==> src/hw/rtl/cpio_pkg.sv <==
package cpio_pkg;

  localparam int HdrLen      = 110;
  localparam int FilesizePos = 54;
  localparam int NamesizePos = 94;
  localparam int TrailerLen  = 10;

  typedef enum logic [1:0] {
    KIND_NAME   = 2'd0,
    KIND_RECORD = 2'd1,
    KIND_FINISH = 2'd2
  } kind_t;

  typedef enum logic [1:0] {
    ST_TRAILER = 2'd0,
    ST_BAD_MAGIC = 2'd1,
    ST_END = 2'd2,
    ST_FULL = 2'd3
  } status_t;

  typedef enum logic [2:0] {
    S_ACCEPT,
    S_EMIT_NAME,
    S_EMIT_RECORD,
    S_EMIT_FINISH,
    S_DONE
  } ctrl_state_t;

  // Datapath verdict on the byte just consumed.
  typedef struct packed {
    logic    emit_name;   // entry name replay, then record
    logic    emit_finish; // finish after (or instead of) the entry
    status_t fin_status;
    logic    name_empty;  // no name bytes to replay
  } dp_status_t;

  typedef struct packed {
    logic consume;     // take the input beat
    logic name_step;   // advance the replay pointer
    logic name_start;  // reset the replay pointer
  } dp_cmd_t;

  function automatic logic [3:0] hex_digit(input logic [7:0] c);
    logic [3:0] d;
    d = 4'd0;
    if (c >= 8'h30 && c <= 8'h39) d = 4'(c - 8'h30);
    else if (c >= 8'h41 && c <= 8'h46) d = 4'(c - 8'h37);
    else if (c >= 8'h61 && c <= 8'h66) d = 4'(c - 8'h57);
    return d;
  endfunction

  function automatic logic [7:0] magic_char(input logic [2:0] i);
    logic [7:0] c;
    case (i)
      3'd0, 3'd2, 3'd4: c = 8'h30;
      3'd1, 3'd3: c = 8'h37;
      default: c = 8'h31;
    endcase
    return c;
  endfunction

  function automatic logic [7:0] trailer_char(input logic [3:0] i);
    logic [7:0] c;
    case (i)
      4'd0: c = 8'h54;
      4'd1: c = 8'h52;
      4'd2: c = 8'h41;
      4'd3: c = 8'h49;
      4'd4: c = 8'h4c;
      4'd5: c = 8'h45;
      4'd6: c = 8'h52;
      default: c = 8'h21;
    endcase
    return c;
  endfunction

endpackage

==> src/hw/rtl/cpio_newc_entry_parser_core.sv <==
// A byte that closes no entry is consumed and yields nothing.
// A byte that closes an entry yields its first beat on the next cycle, then one beat
// per cycle while out_stall is low: name bytes, record, finish.
// Throughput: one byte per cycle; input stalls while a result burst is replayed and
// reopens the cycle after its last beat, since one name store serves both sides.
// Reset (rst, synchronous): back to header parsing at offset 0, parse and config registers cleared.
module cpio_newc_entry_parser_core import cpio_pkg::*; #(
  parameter int MAX_ENTRIES = 64,
  parameter int NAME_SLOTS = 32
) (
  input  logic        clk,
  input  logic        rst,
  input  logic        cfg_we,
  input  logic        cfg_index,
  input  logic [31:0] cfg_data,
  input  logic        in_valid,
  output logic        in_stall,
  input  logic [7:0]  in_byte,
  output logic        out_valid,
  input  logic        out_stall,
  output logic [1:0]  kind,
  output logic [7:0]  name_byte,
  output logic [6:0]  entry_index,
  output logic [31:0] file_size,
  output logic [31:0] data_address,
  output logic [1:0]  status,
  output logic        last
);

  logic [31:0] base_address, archive_size;

  // Config registers; the user must write them only while idle; the block does not enforce it.
  always_ff @(posedge clk) begin
    if (rst) begin
      base_address <= '0;
      archive_size <= '0;
    end else if (cfg_we) begin
      if (cfg_index) archive_size <= cfg_data;
      else base_address <= cfg_data;
    end
  end

  dp_cmd_t    cmd;
  dp_status_t verdict;
  dp_status_t st;
  logic       name_at_end;
  kind_t      out_kind;
  logic [7:0] raw_name;
  logic [6:0] raw_index;
  logic [31:0] raw_size, raw_address;

  // Controller: accept a byte, then drain the burst it caused.
  cpio_ctrl u_ctrl (
    .clk, .rst, .in_valid, .in_stall, .out_valid, .out_stall,
    .out_kind, .out_last(last), .cmd, .verdict, .st, .name_at_end
  );

  // Datapath: header decode, name capture, offsets and entry count.
  cpio_dp #(.MAX_ENTRIES(MAX_ENTRIES), .NAME_SLOTS(NAME_SLOTS)) u_dp (
    .clk, .rst, .base_address, .archive_size, .in_byte, .cmd, .verdict, .st,
    .name_at_end, .name_byte(raw_name), .entry_index(raw_index), .file_size(raw_size),
    .data_address(raw_address)
  );

  // The finish beat reports the count, which is the record index plus one
  // after a record, or equal to it otherwise.
  logic [6:0] count;
  assign count = raw_index + 7'(st.emit_name);

  cpio_out u_out (
    .out_kind, .fin_status(st.fin_status), .rec_index(raw_index), .count,
    .raw_name, .raw_size, .raw_address, .kind, .name_byte, .entry_index,
    .file_size, .data_address, .status
  );

endmodule

==> src/hw/rtl/cpio_ctrl.sv <==
module cpio_ctrl import cpio_pkg::*; (
  input  logic       clk,
  input  logic       rst,
  input  logic       in_valid,
  output logic       in_stall,
  output logic       out_valid,
  input  logic       out_stall,
  output kind_t      out_kind,
  output logic       out_last,
  output dp_cmd_t    cmd,
  input  dp_status_t verdict,
  input  dp_status_t st,
  input  logic       name_at_end
);

  ctrl_state_t state, state_next;

  always_ff @(posedge clk) begin
    if (rst) state <= S_ACCEPT;
    else state <= state_next;
  end

  always_comb begin
    state_next = state;
    in_stall = 1'b1;
    out_valid = 1'b0;
    out_kind = KIND_NAME;
    out_last = 1'b0;
    cmd = '0;
    case (state)
      S_ACCEPT: begin
        in_stall = 1'b0;
        if (in_valid) begin
          cmd.consume = 1'b1;
          cmd.name_start = 1'b1;
          if (verdict.emit_name) begin
            state_next = verdict.name_empty ? S_EMIT_RECORD : S_EMIT_NAME;
          end else if (verdict.emit_finish) begin
            state_next = S_EMIT_FINISH;
          end
        end
      end
      S_EMIT_NAME: begin
        out_valid = 1'b1;
        out_kind = KIND_NAME;
        if (!out_stall) begin
          cmd.name_step = 1'b1;
          if (name_at_end) state_next = S_EMIT_RECORD;
        end
      end
      S_EMIT_RECORD: begin
        out_valid = 1'b1;
        out_kind = KIND_RECORD;
        out_last = !st.emit_finish;
        if (!out_stall) state_next = st.emit_finish ? S_EMIT_FINISH : S_ACCEPT;
      end
      S_EMIT_FINISH: begin
        out_valid = 1'b1;
        out_kind = KIND_FINISH;
        out_last = 1'b1;
        if (!out_stall) state_next = S_DONE;
      end
      S_DONE: in_stall = 1'b0;
      default: state_next = S_ACCEPT;
    endcase
  end

endmodule

==> src/hw/rtl/cpio_dp.sv <==
module cpio_dp import cpio_pkg::*; #(
  parameter int MAX_ENTRIES = 64,
  parameter int NAME_SLOTS = 32
) (
  input  logic        clk,
  input  logic        rst,
  input  logic [31:0] base_address,
  input  logic [31:0] archive_size,
  input  logic [7:0]  in_byte,
  input  dp_cmd_t     cmd,
  output dp_status_t  verdict,
  output dp_status_t  st,
  output logic        name_at_end,
  output logic [7:0]  name_byte,
  output logic [6:0]  entry_index,
  output logic [31:0] file_size,
  output logic [31:0] data_address
);

  localparam int NW = $clog2(NAME_SLOTS + 1);
  localparam int NA = $clog2(NAME_SLOTS);
  localparam int CW = $clog2(MAX_ENTRIES + 1);
  localparam logic [NW:0] EmitMax = (NW + 1)'(NAME_SLOTS - 1);

  typedef enum logic [1:0] {P_HEADER, P_NAME, P_DATA} phase_t;

  phase_t      phase;
  logic [31:0] byte_offset;
  logic [6:0]  header_pos;
  logic [31:0] name_field_size, data_field_size, region_remaining;
  logic        magic_ok, name_ended, trailer_match;
  logic [NW-1:0] name_length;
  logic [7:0]  name_store [NAME_SLOTS];
  logic [CW-1:0] entry_count;
  logic [NW-1:0] rd_ptr, rd_next, emit_len;
  logic [7:0]  rd_data;
  logic [7:0]  first_char;
  logic [31:0] rec_address;

  // combinational next-state of one consumed byte
  phase_t      ph_n;
  logic [31:0] off_n, nfs_n, dfs_n, rr_n;
  logic [6:0]  hp_n;
  logic        mok_n, ne_n, tm_n;
  logic [NW-1:0] nl_n;
  logic        wr_en;
  logic [NW-1:0] wr_addr;
  logic [CW-1:0] ec_n;
  dp_status_t  st_n;
  logic [32:0] pad33;
  logic [32:0] hdr_end;

  assign hdr_end = {1'b0, off_n} + 33'(HdrLen);
  assign verdict = st_n;

  always_comb begin
    ph_n = phase; off_n = byte_offset; hp_n = header_pos;
    nfs_n = name_field_size; dfs_n = data_field_size; rr_n = region_remaining;
    mok_n = magic_ok; ne_n = name_ended; tm_n = trailer_match;
    nl_n = name_length; ec_n = entry_count;
    wr_en = 1'b0; wr_addr = name_length;
    st_n = '0; pad33 = '0;
    if (phase == P_HEADER && header_pos == 7'd0 &&
        ({1'b0, byte_offset} + 33'(HdrLen)) > {1'b0, archive_size}) begin
      st_n.emit_finish = 1'b1; st_n.fin_status = ST_END;
    end else begin
      off_n = byte_offset + 32'd1;
      case (phase)
        P_HEADER: begin
          if (header_pos == 7'd0) mok_n = 1'b1;
          if (header_pos < 7'd6 && in_byte != magic_char(header_pos[2:0])) mok_n = 1'b0;
          if (header_pos >= 7'(FilesizePos) && header_pos < 7'(FilesizePos + 8))
            dfs_n = {data_field_size[27:0], hex_digit(in_byte)};
          if (header_pos >= 7'(NamesizePos) && header_pos < 7'(NamesizePos + 8))
            nfs_n = {name_field_size[27:0], hex_digit(in_byte)};
          hp_n = header_pos + 7'd1;
          if (hp_n == 7'(HdrLen)) begin
            if (!mok_n) begin
              st_n.emit_finish = 1'b1; st_n.fin_status = ST_BAD_MAGIC;
            end else begin
              pad33 = ({1'b0, nfs_n} + 33'(HdrLen + 3)) & ~33'd3;
              pad33 = pad33 - 33'(HdrLen);
              rr_n = pad33[32] ? 32'hFFFF_FFFF : pad33[31:0];
              ph_n = P_NAME; hp_n = 7'd0; nl_n = '0; ne_n = 1'b0; tm_n = 1'b1;
            end
          end
        end
        P_NAME: begin
          if (!name_ended && name_field_size != 32'd0) begin
            nfs_n = name_field_size - 32'd1;
            if (in_byte == 8'd0) ne_n = 1'b1;
            else begin
              if (header_pos >= 7'(TrailerLen) || in_byte != trailer_char(header_pos[3:0]))
                tm_n = 1'b0;
              if (name_length < NW'(NAME_SLOTS)) begin
                wr_en = 1'b1; nl_n = name_length + 1'b1;
              end
              if (header_pos < 7'd127) hp_n = header_pos + 7'd1;
              if (header_pos == 7'd1 && nl_n == NW'(2) && first_char == 8'h2e &&
                  in_byte == 8'h2f) nl_n = '0;
            end
          end
          rr_n = region_remaining - 32'd1;
          if (rr_n == 32'd0) begin
            if (tm_n && hp_n == 7'(TrailerLen)) begin
              st_n.emit_finish = 1'b1; st_n.fin_status = ST_TRAILER;
            end else begin
              if (!(hp_n == 7'd0 || (hp_n == 7'd1 && (header_pos == 7'd1 ?
                  first_char : in_byte) == 8'h2e))) begin
                st_n.emit_name = 1'b1;
                st_n.name_empty = (nl_n == '0);
                ec_n = entry_count + 1'b1;
                if (ec_n == CW'(MAX_ENTRIES)) begin
                  st_n.emit_finish = 1'b1; st_n.fin_status = ST_FULL;
                end
              end
              pad33 = ({1'b0, dfs_n} + 33'd3) & ~33'd3;
              if (pad33 == 33'd0) begin
                ph_n = P_HEADER; hp_n = 7'd0;
              end else begin
                ph_n = P_DATA; rr_n = pad33[32] ? 32'hFFFF_FFFF : pad33[31:0];
              end
            end
          end
        end
        default: begin
          rr_n = region_remaining - 32'd1;
          if (rr_n == 32'd0) begin
            ph_n = P_HEADER; hp_n = 7'd0;
          end
        end
      endcase
      if (!st_n.emit_finish) begin
        if (ph_n == P_HEADER && hp_n == 7'd0) begin
          if (hdr_end > {1'b0, archive_size}) begin
            st_n.emit_finish = 1'b1; st_n.fin_status = ST_END;
          end
        end else if (ph_n != P_HEADER && off_n >= archive_size) begin
          st_n.emit_finish = 1'b1; st_n.fin_status = ST_END;
        end
      end
    end
  end

  always_ff @(posedge clk) begin
    if (rst) begin
      phase <= P_HEADER; byte_offset <= '0; header_pos <= '0;
      name_field_size <= '0; data_field_size <= '0; region_remaining <= '0;
      magic_ok <= 1'b1; name_length <= '0; name_ended <= 1'b0;
      trailer_match <= 1'b1; entry_count <= '0; st <= '0;
    end else if (cmd.consume) begin
      phase <= ph_n; byte_offset <= off_n; header_pos <= hp_n;
      name_field_size <= nfs_n; data_field_size <= dfs_n; region_remaining <= rr_n;
      magic_ok <= mok_n; name_length <= nl_n; name_ended <= ne_n;
      trailer_match <= tm_n; entry_count <= ec_n; st <= st_n;
    end
  end

  // Payload: name store, record fields, replay length.
  always_ff @(posedge clk) begin
    if (cmd.consume) begin
      if (wr_en) begin
        name_store[wr_addr[NA-1:0]] <= in_byte;
        if (wr_addr == '0) first_char <= in_byte;
      end
      rec_address <= base_address + off_n;
      emit_len <= ((NW + 1)'(nl_n) > EmitMax) ? EmitMax[NW-1:0] : nl_n;
    end
  end

  // Registered replay read; forward a byte written at the address being read.
  assign rd_next = cmd.name_start ? '0 : (cmd.name_step ? rd_ptr + 1'b1 : rd_ptr);

  always_ff @(posedge clk) begin
    rd_ptr <= rd_next;
    if (cmd.consume && wr_en && wr_addr == rd_next) rd_data <= in_byte;
    else rd_data <= name_store[rd_next[NA-1:0]];
  end

  logic [CW-1:0] rec_index;
  assign rec_index = entry_count - CW'(st.emit_name);
  assign name_at_end = (rd_ptr + 1'b1) == emit_len;
  assign name_byte = rd_data;
  assign entry_index = 7'(rec_index);
  assign file_size = data_field_size;
  assign data_address = rec_address;

endmodule

==> src/hw/rtl/cpio_out.sv <==
module cpio_out import cpio_pkg::*; (
  input  kind_t       out_kind,
  input  status_t     fin_status,
  input  logic [6:0]  rec_index,
  input  logic [6:0]  count,
  input  logic [7:0]  raw_name,
  input  logic [31:0] raw_size,
  input  logic [31:0] raw_address,
  output logic [1:0]  kind,
  output logic [7:0]  name_byte,
  output logic [6:0]  entry_index,
  output logic [31:0] file_size,
  output logic [31:0] data_address,
  output logic [1:0]  status
);
  // Zero the fields that do not belong to the beat kind.
  always_comb begin
    kind = out_kind;
    name_byte = (out_kind == KIND_NAME) ? raw_name : 8'd0;
    file_size = (out_kind == KIND_RECORD) ? raw_size : 32'd0;
    data_address = (out_kind == KIND_RECORD) ? raw_address : 32'd0;
    status = (out_kind == KIND_FINISH) ? fin_status : ST_TRAILER;
    entry_index = (out_kind == KIND_FINISH) ? count : rec_index;
  end
endmodule

==> config.mk <==
export PLATFORM = sky130hd
export DESIGN_NAME = cpio_newc_entry_parser_core
export DESIGN_NICKNAME = d
export VERILOG_FILES = /design/src/hw/rtl/cpio_pkg.sv /design/src/hw/rtl/cpio_newc_entry_parser_core.sv /design/src/hw/rtl/cpio_ctrl.sv /design/src/hw/rtl/cpio_dp.sv /design/src/hw/rtl/cpio_out.sv
export SDC_FILE = /design/constraint.sdc
export NUM_CORES = 1
export LEC_CHECK = 0
export BUFFER_PORTS_ARGS = -buffer_cell sky130_fd_sc_hd__buf_4
export CELL_PAD_IN_SITES_DETAIL_PLACEMENT = 2
export CELL_PAD_IN_SITES_GLOBAL_PLACEMENT = 2
export CORE_MARGIN = 1.5
export CORE_UTILIZATION = 30
export DETAILED_ROUTE_END_ITERATION = 10
export HOLD_SLACK_MARGIN = 0.03
export PLACE_DENSITY = 0.75
export SYNTH_ARGS = -nofsm -noshare
export SYNTH_HDL_FRONTEND = slang
export SYNTH_SLANG_ARGS = --single-unit
==> constraint.sdc <==
create_clock -name clk -period 15.1 [get_ports clk]
set_input_delay 1.51 -clock clk [delete_from_list [all_inputs] [get_ports clk]]
set_output_delay 1.51 -clock clk [all_outputs]
set_load 0.03 [all_outputs]
==> flow_summary_export.csv, run 1 <==
group,metric,value,unit
run,drv_cap,0,
min_path,holdPathStages,2,
timing,setup_viol,0,
clock_tree,cts_hold_buf,0,
logic_synthesis,synthArstFlopShare,0,
drt,dr.first_iter.drc_count,1834,
clock_tree,clk_pin_slew,0.06,ns
setup_path,required,15.45,ns
clock_tree,root_buffer,"clkbuf_16",
timing,tns,0,ns
clock_tree,clock_sinks,532,
logic_synthesis,syn_inst,3600,
drt,route.met3.wl,5250,um
clock_tree,cts_resized,0,
drt,wl_met2,62900,um
drt,ant_nets,0,
setup_path,r2r_slack,6.51,ns
drt,first_pass_iters,5,
logic_synthesis,syn_area,33500,sq um
logic_synthesis,yosysSeqAreaShare,0.409,
min_path,min_path_type,"reg2reg",
clock_tree,clock_latency,0.63,ns
global_route,antenna_found_initial,1,
die,dieArea,114000,sq um
timing,final.period_utilization,0.569,
timing,rsz0062_at_grt,"false",
timing,clock_skew,0.0483,ns
die,start_util,0.302,
die,row_count,122,
finish,diodes,0,
pwr,powerDensity,96.7,nW/um^2
setup_path,reg2reg_to,"u_dp.data_address[30]",
clock_tree,cts_max_path_buffers,3,
finish,drive_gt1_frac,0.116,
setup_path,ff2ff_path_depth,29,
setup_path,crit_slowest_cell,"nor3_1",
clock_tree,cts_made_buffers,66,
global_route,grt_overflow,0,
run_status,status,"finished clean",
logic_synthesis,ys_ff_latch,532,
drt,drt_wl_total,130000,um
drt,dr.max_layer_used,"met4",
timing,relSlewSlack,0.188,
finish,area_delta_synth_final,13.2,%
logic_synthesis,ys.warnings.count,0,
finish,fin_util,0.342,
setup_path,timing.rr.start,"u_dp.byte_offset[4]",
logic_synthesis,synthFlopType,"edfxtp_1",
pwr,p_leak,14.0,nW
global_route,grt_pass1_vias,30400,
drt,vias_per_cell,5.63,
drt,num_vias,28900,
drt,drc,0,
timing,achievable-frequency,0.116,GHz
setup_path,startpoint_type,"flip-flop",
timing,drv_slew,0,
die,die_h,337,um
logic_synthesis,synth_nets,3803,
setup_path,critical_path_class,"reg2reg",
setup_path,slowest_delay,0.74,ns
clock_tree,cts_tree,"yes",
die,ios,132,
clock_tree,cts_max_level,3,
global_route,grt_pass1_wl,197000,um
logic_synthesis,synth_cell_types,106,
setup_path,critical_path.most_common_cell,"xnor2_1",
timing,period_minus_slack,8.59,ns
timing,tightest_slew,1.21,ns
clock_tree,cts_setup_buffers,0,
setup_path,worstPathArrival,8.94,ns
timing,hold_viol_final,0,
setup_path,worst_setup_path_end_kind,"flip-flop",
die,die_w,337,um
finish,nets,3809,
global_route,grt_use_total,0.225,
min_path,min_from,"archive_size[7]",
place,gp_congestion,0.884,
min_path,hold_end,"archive_size[7]",
pwr,irDropWorstVdd,0.0000544,V
setup_path,cp-startpoint,"u_dp.byte_offset[4]",
setup_path,crit_fanout,17,
place,portBuffers,131,
drt,wl_met1,59000,um
die,coreArea,111000,sq um
logic_synthesis,synth-edff-count,302,
drt,wl_per_cell,25.3,um
logic_synthesis,syn_avg_cell_area,9.29,sq um
place,dp_hpwl,95000,um
global_route,grt_max_degree,95,
==> synthesized netlist by cell type, drive strengths merged (12+ instances only) <==
cell type	n	area (sq um)
o21a	21	159
nor2b	24	150
a31oi	34	213
a21o	39	293
nand4	57	363
o21ai	154	774
and4	12	105
xnor2	164	1440
or2	14	87.6
o31ai	15	118
clkbuf	193	728
mux4	80	1800
nand2	444	1670
edfxtp	302	9070
nand3b	15	113
o211ai	20	155
or3	57	363
inv	97	364
a21oi	275	1380
nor3	108	541
and2	29	183
nor2	330	1250
o22ai	23	144
nor4	52	380
nand3	78	390
xor2	102	893
or4	16	128
buf	42	251
dfxtp	230	4600
ha	156	1950
a211oi	49	368
a22oi	26	195
and3	107	669
mux2i	46	460
nand2b	22	138
==> layout by cell type (no fill, tap or decap), types with 19 or more instances in the layout <==
master,n
nand2_1,442
nor2_1,326
edfxtp_1,302
a21oi_1,274
dfxtp_1,228
buf_4,173
xnor2_1,164
ha_1,156
o21ai_0,151
nor3_1,108
and3_1,107
xor2_1,102
inv_1,95
mux4_2,80
nand3_1,78
clkbuf_16,69
nand4_1,56
or3_1,55
a211oi_1,48
mux2i_1,46
nor4_1,45
a21o_1,39
a31oi_1,34
and2_1,27
a22oi_1,26
o22ai_1,23
nor2b_1,22
nand2b_1,21
o21a_1,20
o211ai_1,19
==> per-layer routing <==
layer / vias to the layer above / track usage
li1: 13200 / -
met1: 14900 / 0.300
met2: 662 / 0.384
met3: 165 / 0.0242
met4: 0 / 0.0631
met5: - / 0
==> state kept, by name, summed over array words and instances, names as in the netlist, 8 cells and up <==
signal / count
u_dp.byte_offset: 32
u_dp.data_address: 32
u_dp.name_field_size: 32
u_dp.file_size: 32
u_dp.name_store: 256
u_dp.first_char: 8
u_dp.region_remaining: 32
base_address: 32
archive_size: 32
==> through the flow <==
stage	cells	hold slack [ns]	total power, W	area, sq um	setup slack [ns]
2_1_floorplan	3600	0.428	0.00189	33500	7.93
3_3_place_gp	5026	0.443	0.00205	35700	6.87
3_5_place_dp	5026	0.450	0.00207	35700	6.64
4_1_cts	5142	0.458	0.00370	37900	6.59
5_1_grt	5142	0.472	0.00379	37900	5.93
6_report	5142	0.453	0.00366	37900	6.51
==> where the power goes <==
group	internal [W]	leakage [nW]	switching (W)
Sequential	0.00156	4.62	0.0000317
Combinational	0.000147	8.29	0.000300
Clock	0.000961	1.07	0.000660
==> worst max-delay path by stage <==
stage	end	slack, ns	depth (start not counted)
floorplan	u_dp.st[3]	7.93	35
CTS	u_dp.data_address[30]	6.59	29
detailed placement	u_dp.data_address[30]	6.64	29
global route	u_dp.data_address[30]	5.93	29
finish	u_dp.data_address[30]	6.51	29
global placement	u_dp.data_address[31]	6.87	28
==> layout make-up <==
type / count / area, sq um
clock buffer: 91 / 1890
timing repair buffer: 174 / 1310
clock inverter: 25 / 274
tap: 1488 / 1860
sequential: 532 / 13700
multi-input combinational: 2734 / 18500
fill: 12200 / 72800
inverter: 98 / 368
==> kinds of logic (layout without fill, tap and decap cells) <==
kind of cell / count (synthesis) / in the layout / synth area share
flops: 532 / 532 / 0.409
buf+inv: 334 / 388 / 0.0406
simple gates: 1405 / 1405 / 0.206
other cells: 1 / 1 / 0.000112
mux: 128 / 128 / 0.0684
xor+xnor: 266 / 266 / 0.0696
compound gates: 777 / 777 / 0.147
fa+ha+maj: 157 / 157 / 0.0589
==> critical path, delay by kind of cell (launching register included) <==
| family | cells | cell delay (ns) |
|---|---|---|
| AO/OA/AOI/OAI | 11 | 3.58 |
| AND/OR/NAND/NOR | 10 | 2.60 |
| adder cells (fa/ha/maj) | 3 | 0.93 |
| flip-flops | 1 | 0.56 |
| XOR/XNOR | 3 | 0.48 |
| buffers and inverters | 2 | 0.17 |
(Power assumes the default switching activity.)
==> run 2: changes to the inputs <==
- PLACE_DENSITY: 0.75 -> 0.77
- clock period: 15.1 -> 7.35 ns (I/O delays scaled with it)
==> run 2 against run 1 <==
  * Setup slack worse by 6.4 ns
  * Non-clock buffer count is 120 higher
  * Die area stayed put
  * Core utilization is 1.1 points higher
  * Highest routed layer unchanged
  * Critical path depth is 5 higher
  * Sequential power is 100% higher
==> flow_summary_export.csv, run 2 (synthesis results as in run 1) <==
group,metric,value,unit
timing,setup_viol,0,
global_route,grt_max_degree,82,
setup_path,worst_setup_path_end_kind,"flip-flop",
finish,drive_gt1_frac,0.157,
die,die_h,337,um
die,row_count,122,
pwr,p_seq_frac,0.426,
timing,drv_slew,0,
clock_tree,cts_tree,"yes",
min_path,min_from,"cfg_data[13]",
die,ios,132,
drt,drt_wl_total,136000,um
timing,final.period_utilization,0.987,
clock_tree,root_buffer,"clkbuf_16",
pwr,switching_share,0.273,
setup_path,worstPathArrival,7.77,ns
finish,area_delta_synth_final,16.8,%
setup_path,startpoint_type,"flip-flop",
drt,drc,0,
global_route,grt_overflow,0,
place,dp_hpwl,98400,um
setup_path,timing.rr.start,"u_dp.byte_offset[2]",
finish,fin_cells,5262,
drt,vias_per_cell,5.64,
run_status,status,"finished clean",
finish,nets,3924,
clock_tree,cts_max_path_buffers,3,
setup_path,critical_path_class,"reg2reg",
setup_path,critical_path.most_common_cell,"buf_4",
place,place_inst,5130,
pwr,power_frac_clock,0.443,
clock_tree,clock_latency,0.69,ns
clock_tree,clock_sinks,532,
global_route,antenna_found_initial,1,
setup_path,slowest_delay,0.59,ns
drt,dr.first_iter.drc_count,2028,
die,coreArea,111000,sq um
timing,whs,0.310,ns
min_path,holdPathStages,3,
finish,fin_util,0.353,
die,dieArea,114000,sq um
setup_path,ff2ff_path_depth,34,
clock_tree,cts_max_level,2,
min_path,hold_end,"base_address[13]",
global_route,grt_use_total,0.233,
finish,largest_reg_flops,256,
clock_tree,cts_hold_buf,0,
pwr,p_switching,0.00209,W
place,gp_congestion,0.907,
global_route,grt_pass1_vias,31300,
pwr,irDropWorstVdd,0.000191,V
setup_path,required,7.87,ns
global_route,grt_pass1_wl,204000,um
global_route,use_met2,0.404,
finish,n_fill_cell,12000,
pwr,comb_power_share,0.131,
global_route,grtUsageMet1,0.303,
drt,first_pass_iters,5,
setup_path,r2r_slack,0.1,ns
setup_path,reg2reg_to,"u_ctrl.state[1]",
run,drv_cap,0,
place,portBuffers,131,
pwr,p_leak,14.7,nW
clock_tree,cts_made_buffers,61,
timing,achievable-frequency,0.138,GHz
setup_path,crit_slowest_cell,"or4_4",
drt,ant_nets,0,
timing,hold_viol_final,0,
finish,layout_commonest_cell,"nand2_1",
drt,wl_per_cell,25.8,um
min_path,min_path_type,"in2reg",
clock_tree,clk_pin_slew,0.07,ns
pwr,p_int,0.00554,W
timing,clock_skew,0.0446,ns
die,die_w,337,um
timing,period_minus_slack,7.25,ns
timing,relSlewSlack,0.147,
setup_path,crit_fanout,6,
finish,layout_common_cells,"441 x nand2_1, 320 x nor2_1, 302 x edfxtp_1, 290 x buf_4, 268 x a21oi_1",
die,start_util,0.302,
global_route,grt_util_met3,0.0281,
drt,num_vias,29700,
pwr,powerDensity,195,nW/um^2
pwr,power,0.00763,W
global_route,top_usage_layer,"met2",
timing,tightest_slew,1.25,ns
run 2: layout make-up:
| class | instances | area [sq um] | share of cell area |
|---|---|---|---|
| clock buffers | 88 | 1850 | 0.0474 |
| flip-flops and latches | 532 | 13700 | 0.350 |
| repair buffers | 294 | 2220 | 0.0569 |
| clock inverters | 26 | 363 | 0.00929 |
| well taps | 1488 | 1860 | 0.0476 |
| diodes | 2 | 5.00 | 0.000128 |
| multi-input cells | 2734 | 18700 | 0.479 |
| inverters | 98 | 368 | 0.00941 |
run 2: per-layer routing:
metal	vias up	share of wire
li1	13400	-
met1	15400	0.44
met2	702	0.49
met3	195	0.044
met4	0	0.030
met5	-	0
run 2: how the worst max path moves through the flow:
stage / depth (start not counted) / end / from
floorplan: 35 / u_dp.st[3] / u_dp.byte_offset[15]
global placement: 37 / u_ctrl.state[1] / u_dp.byte_offset[1]
detailed placement: 37 / u_ctrl.state[1] / u_dp.byte_offset[1]
CTS: 34 / u_ctrl.state[0] / u_dp.byte_offset[1]
global route: 38 / u_dp.st[3] / u_dp.byte_offset[2]
finish: 34 / u_ctrl.state[1] / u_dp.byte_offset[2]
run 2: power by group through the flow:
stage	Combinational (W)	Clock [W]	Sequential, W
after floorplan	0.000591	0	0.00329
after global placement	0.000926	0	0.00331
after detailed placement	0.000964	0	0.00332
after CTS	0.000974	0.00344	0.00325
after global routing	0.00108	0.00353	0.00326
final	0.000998	0.00338	0.00325
run 2: metrics by stage:
stage | setup WS, ns | area [sq um] | TNS (ns)
floorplan | 0.182 | 33500 | 0
global placement | -0.271 | 36500 | -0.908
detailed placement | -0.604 | 36500 | -2.27
CTS | 0.00898 | 38700 | 0
global route | -0.202 | 39100 | -0.969
finish | 0.0971 | 39100 | 0
run 2: what timing repair did:
item                       CTS  global route
gates cloned                 0             0
pin swaps                    1            27
buffers inserted             0            16
gates resized for setup      5            59
setup endpoints to repair    5             9
run 2: critical path: cells and delay by family (launching register included):
family / cells / cell delay (ns)
fa+ha+maj: 2 / 0.65
xor+xnor: 2 / 0.30
flops: 1 / 0.31
simple gates: 12 / 2.54
buf+inv: 6 / 0.87
compound gates: 12 / 2.38
==> run 3: changes to the inputs <==
- MAX_ROUTING_LAYER: default -> met4
==> run 3 against run 2 <==
  * Hold slack better by 0.017 ns
  * Routed wire length is 0.29% lower
  * Critical path type unchanged
  * Final cell count about the same
  * Non-clock buffer count up 2
  * Design area fell by 0.23%
==> flow_summary_export.csv, run 3 (synthesis results as in run 1) <==
group,metric,value,unit
min_path,holdPathStages,3,
setup_path,critical_path_class,"reg2reg",
place,dp_hpwl,97900,um
pwr,comb_power_share,0.133,
timing,final.period_utilization,0.968,
global_route,grt_pass1_vias,31500,
global_route,grt_use_total,0.240,
setup_path,r2r_slack,0.24,ns
run_status,status,"finished clean",
place,gp_congestion,0.930,
die,die_h,337,um
pwr,power,0.00753,W
pwr,p_leak,14.6,nW
pwr,p_int,0.00544,W
clock_tree,cts_made_buffers,61,
timing,clock_skew,0.0224,ns
clock_tree,cts_hold_buf,0,
pwr,switching_share,0.278,
run,drv_cap,0,
finish,area_delta_synth_final,16.5,%
finish,layout_common_cells,"441 x nand2_1, 322 x nor2_1, 302 x edfxtp_1, 291 x buf_4, 270 x a21oi_1",
drt,num_vias,29700,
drt,drc,0,
global_route,grt_pass1_wl,203000,um
drt,wl_per_cell,25.7,um
finish,layout_commonest_cell,"nand2_1",
clock_tree,cts_tree,"yes",
pwr,power_frac_clock,0.434,
pwr,p_switching,0.00209,W
die,die_w,337,um
setup_path,startpoint_type,"flip-flop",
global_route,antenna_found_initial,3,
drt,drt_wl_total,135000,um
setup_path,crit_fanout,5,
drt,ant_nets,0,
die,coreArea,111000,sq um
clock_tree,cts_max_level,2,
pwr,irDropWorstVdd,0.000189,V
timing,achievable-frequency,0.141,GHz
setup_path,critical_path.most_common_cell,"buf_4",
min_path,min_from,"cfg_data[31]",
clock_tree,cts_max_path_buffers,3,
timing,fin_ws,0.235,ns
setup_path,reg2reg_to,"u_ctrl.state[1]",
global_route,grt_overflow,0,
place,portBuffers,131,
die,start_util,0.302,
timing,relSlewSlack,0.228,
setup_path,ff2ff_path_depth,33,
die,row_count,122,
timing,setup_viol,0,
timing,drv_slew,0,
setup_path,worst_setup_path_end_kind,"flip-flop",
min_path,hold_end,"base_address[31]",
setup_path,required,7.86,ns
global_route,grt_max_degree,86,
pwr,powerDensity,193,nW/um^2
timing,tightest_slew,1.16,ns
pwr,p_seq_frac,0.432,
clock_tree,clock_latency,0.68,ns
die,ios,132,
die,dieArea,114000,sq um
clock_tree,root_buffer,"clkbuf_16",
drt,dr.first_iter.drc_count,1962,
setup_path,timing.rr.start,"u_dp.byte_offset[1]",
timing,period_minus_slack,7.11,ns
setup_path,slowest_delay,0.51,ns
finish,n_fill_cell,12200,
place,dp_slack,-0.735,ns
setup_path,worstPathArrival,7.63,ns
timing,tns,0,ns
setup_path,crit_slowest_cell,"or4_4",
finish,largest_reg_flops,256,
finish,drive_gt1_frac,0.155,
finish,nets,3926,
drt,vias_per_cell,5.64,
drt,first_pass_iters,5,
clock_tree,clk_pin_slew,0.06,ns
timing,hold_viol_final,0,
min_path,min_path_type,"in2reg",
clock_tree,clock_sinks,532,
run 3: cell count changes in the layout (fill, tap and decap cells not counted), sizes merged:
cell,delta
clkinv,+12
clkbuf,-15
buf,+1
diode,-1
bufinv,+3
clkinvlp,+2
run 3: layer usage:
layer	GRT usage	vias to the layer above	routed length, um
li1	-	13400	-
met1	0.301	15300	59100
met2	0.402	720	66100
met3	0.0259	207	5850
met4	0.0762	0	4300
met5	-	-	0
run 3: worst max path at each step:
stage,slack [ns],start,to,cells after the start
after floorplan,0.18,u_dp.byte_offset[15],u_dp.st[3],35
after global placement,-0.45,u_dp.byte_offset[2],u_ctrl.state[1],39
after detailed placement,-0.74,u_dp.byte_offset[2],u_dp.st[3],39
after CTS,0.01,u_dp.byte_offset[2],u_dp.st[3],36
after global routing,-0.11,u_dp.byte_offset[1],u_ctrl.state[1],40
final,0.24,u_dp.byte_offset[1],u_ctrl.state[1],33
run 3: power by group through the flow:
stage	Clock, W	Combinational (W)	Sequential [W]
2_1_floorplan	0	0.000591	0.00329
3_3_place_gp	0	0.000928	0.00332
3_5_place_dp	0	0.000964	0.00332
4_1_cts	0.00334	0.000978	0.00326
5_1_grt	0.00344	0.00108	0.00326
6_report	0.00327	0.00100	0.00326
run 3: through the flow:
| stage | std cells | area [sq um] | hold WS [ns] | util |
|---|---|---|---|---|
| 2_1_floorplan | 3600 | 33500 | 0.428 | - |
| 3_5_place_dp | 5138 | 36500 | 0.450 | 0.330 |
| 3_3_place_gp | 5138 | 36500 | 0.442 | 0.330 |
| 4_1_cts | 5256 | 38700 | 0.289 | 0.350 |
| 6_report | 5264 | 39000 | 0.327 | 0.352 |
| 5_1_grt | 5264 | 39000 | 0.314 | 0.352 |
run 3: cell type report:
type | instances | area [sq um] | area share
multi-input cells | 2734 | 18700 | 0.480
clock inverters | 43 | 543 | 0.0139
inverters | 98 | 368 | 0.00944
well taps | 1488 | 1860 | 0.0478
flip-flops and latches | 532 | 13700 | 0.351
diodes | 1 | 2.50 | 0.0000642
clock buffers | 72 | 1570 | 0.0402
repair buffers | 296 | 2240 | 0.0574
run 3: worst max-delay path: cells and delay by family (launching register included):
| kind | cells | cell delay (ns) |
|---|---|---|
| compound gates | 13 | 2.50 |
| xor+xnor | 2 | 0.30 |
| fa+ha+maj | 2 | 0.63 |
| buf+inv | 7 | 1.14 |
| flops | 1 | 0.32 |
| simple gates | 9 | 2.05 |
run 3: timing repair:
action / in CTS / in global routing
setup endpoints to repair: 8 / 10
setup buffers: 3 / 7
pin swaps: 8 / 23
gates resized for setup: 15 / 48
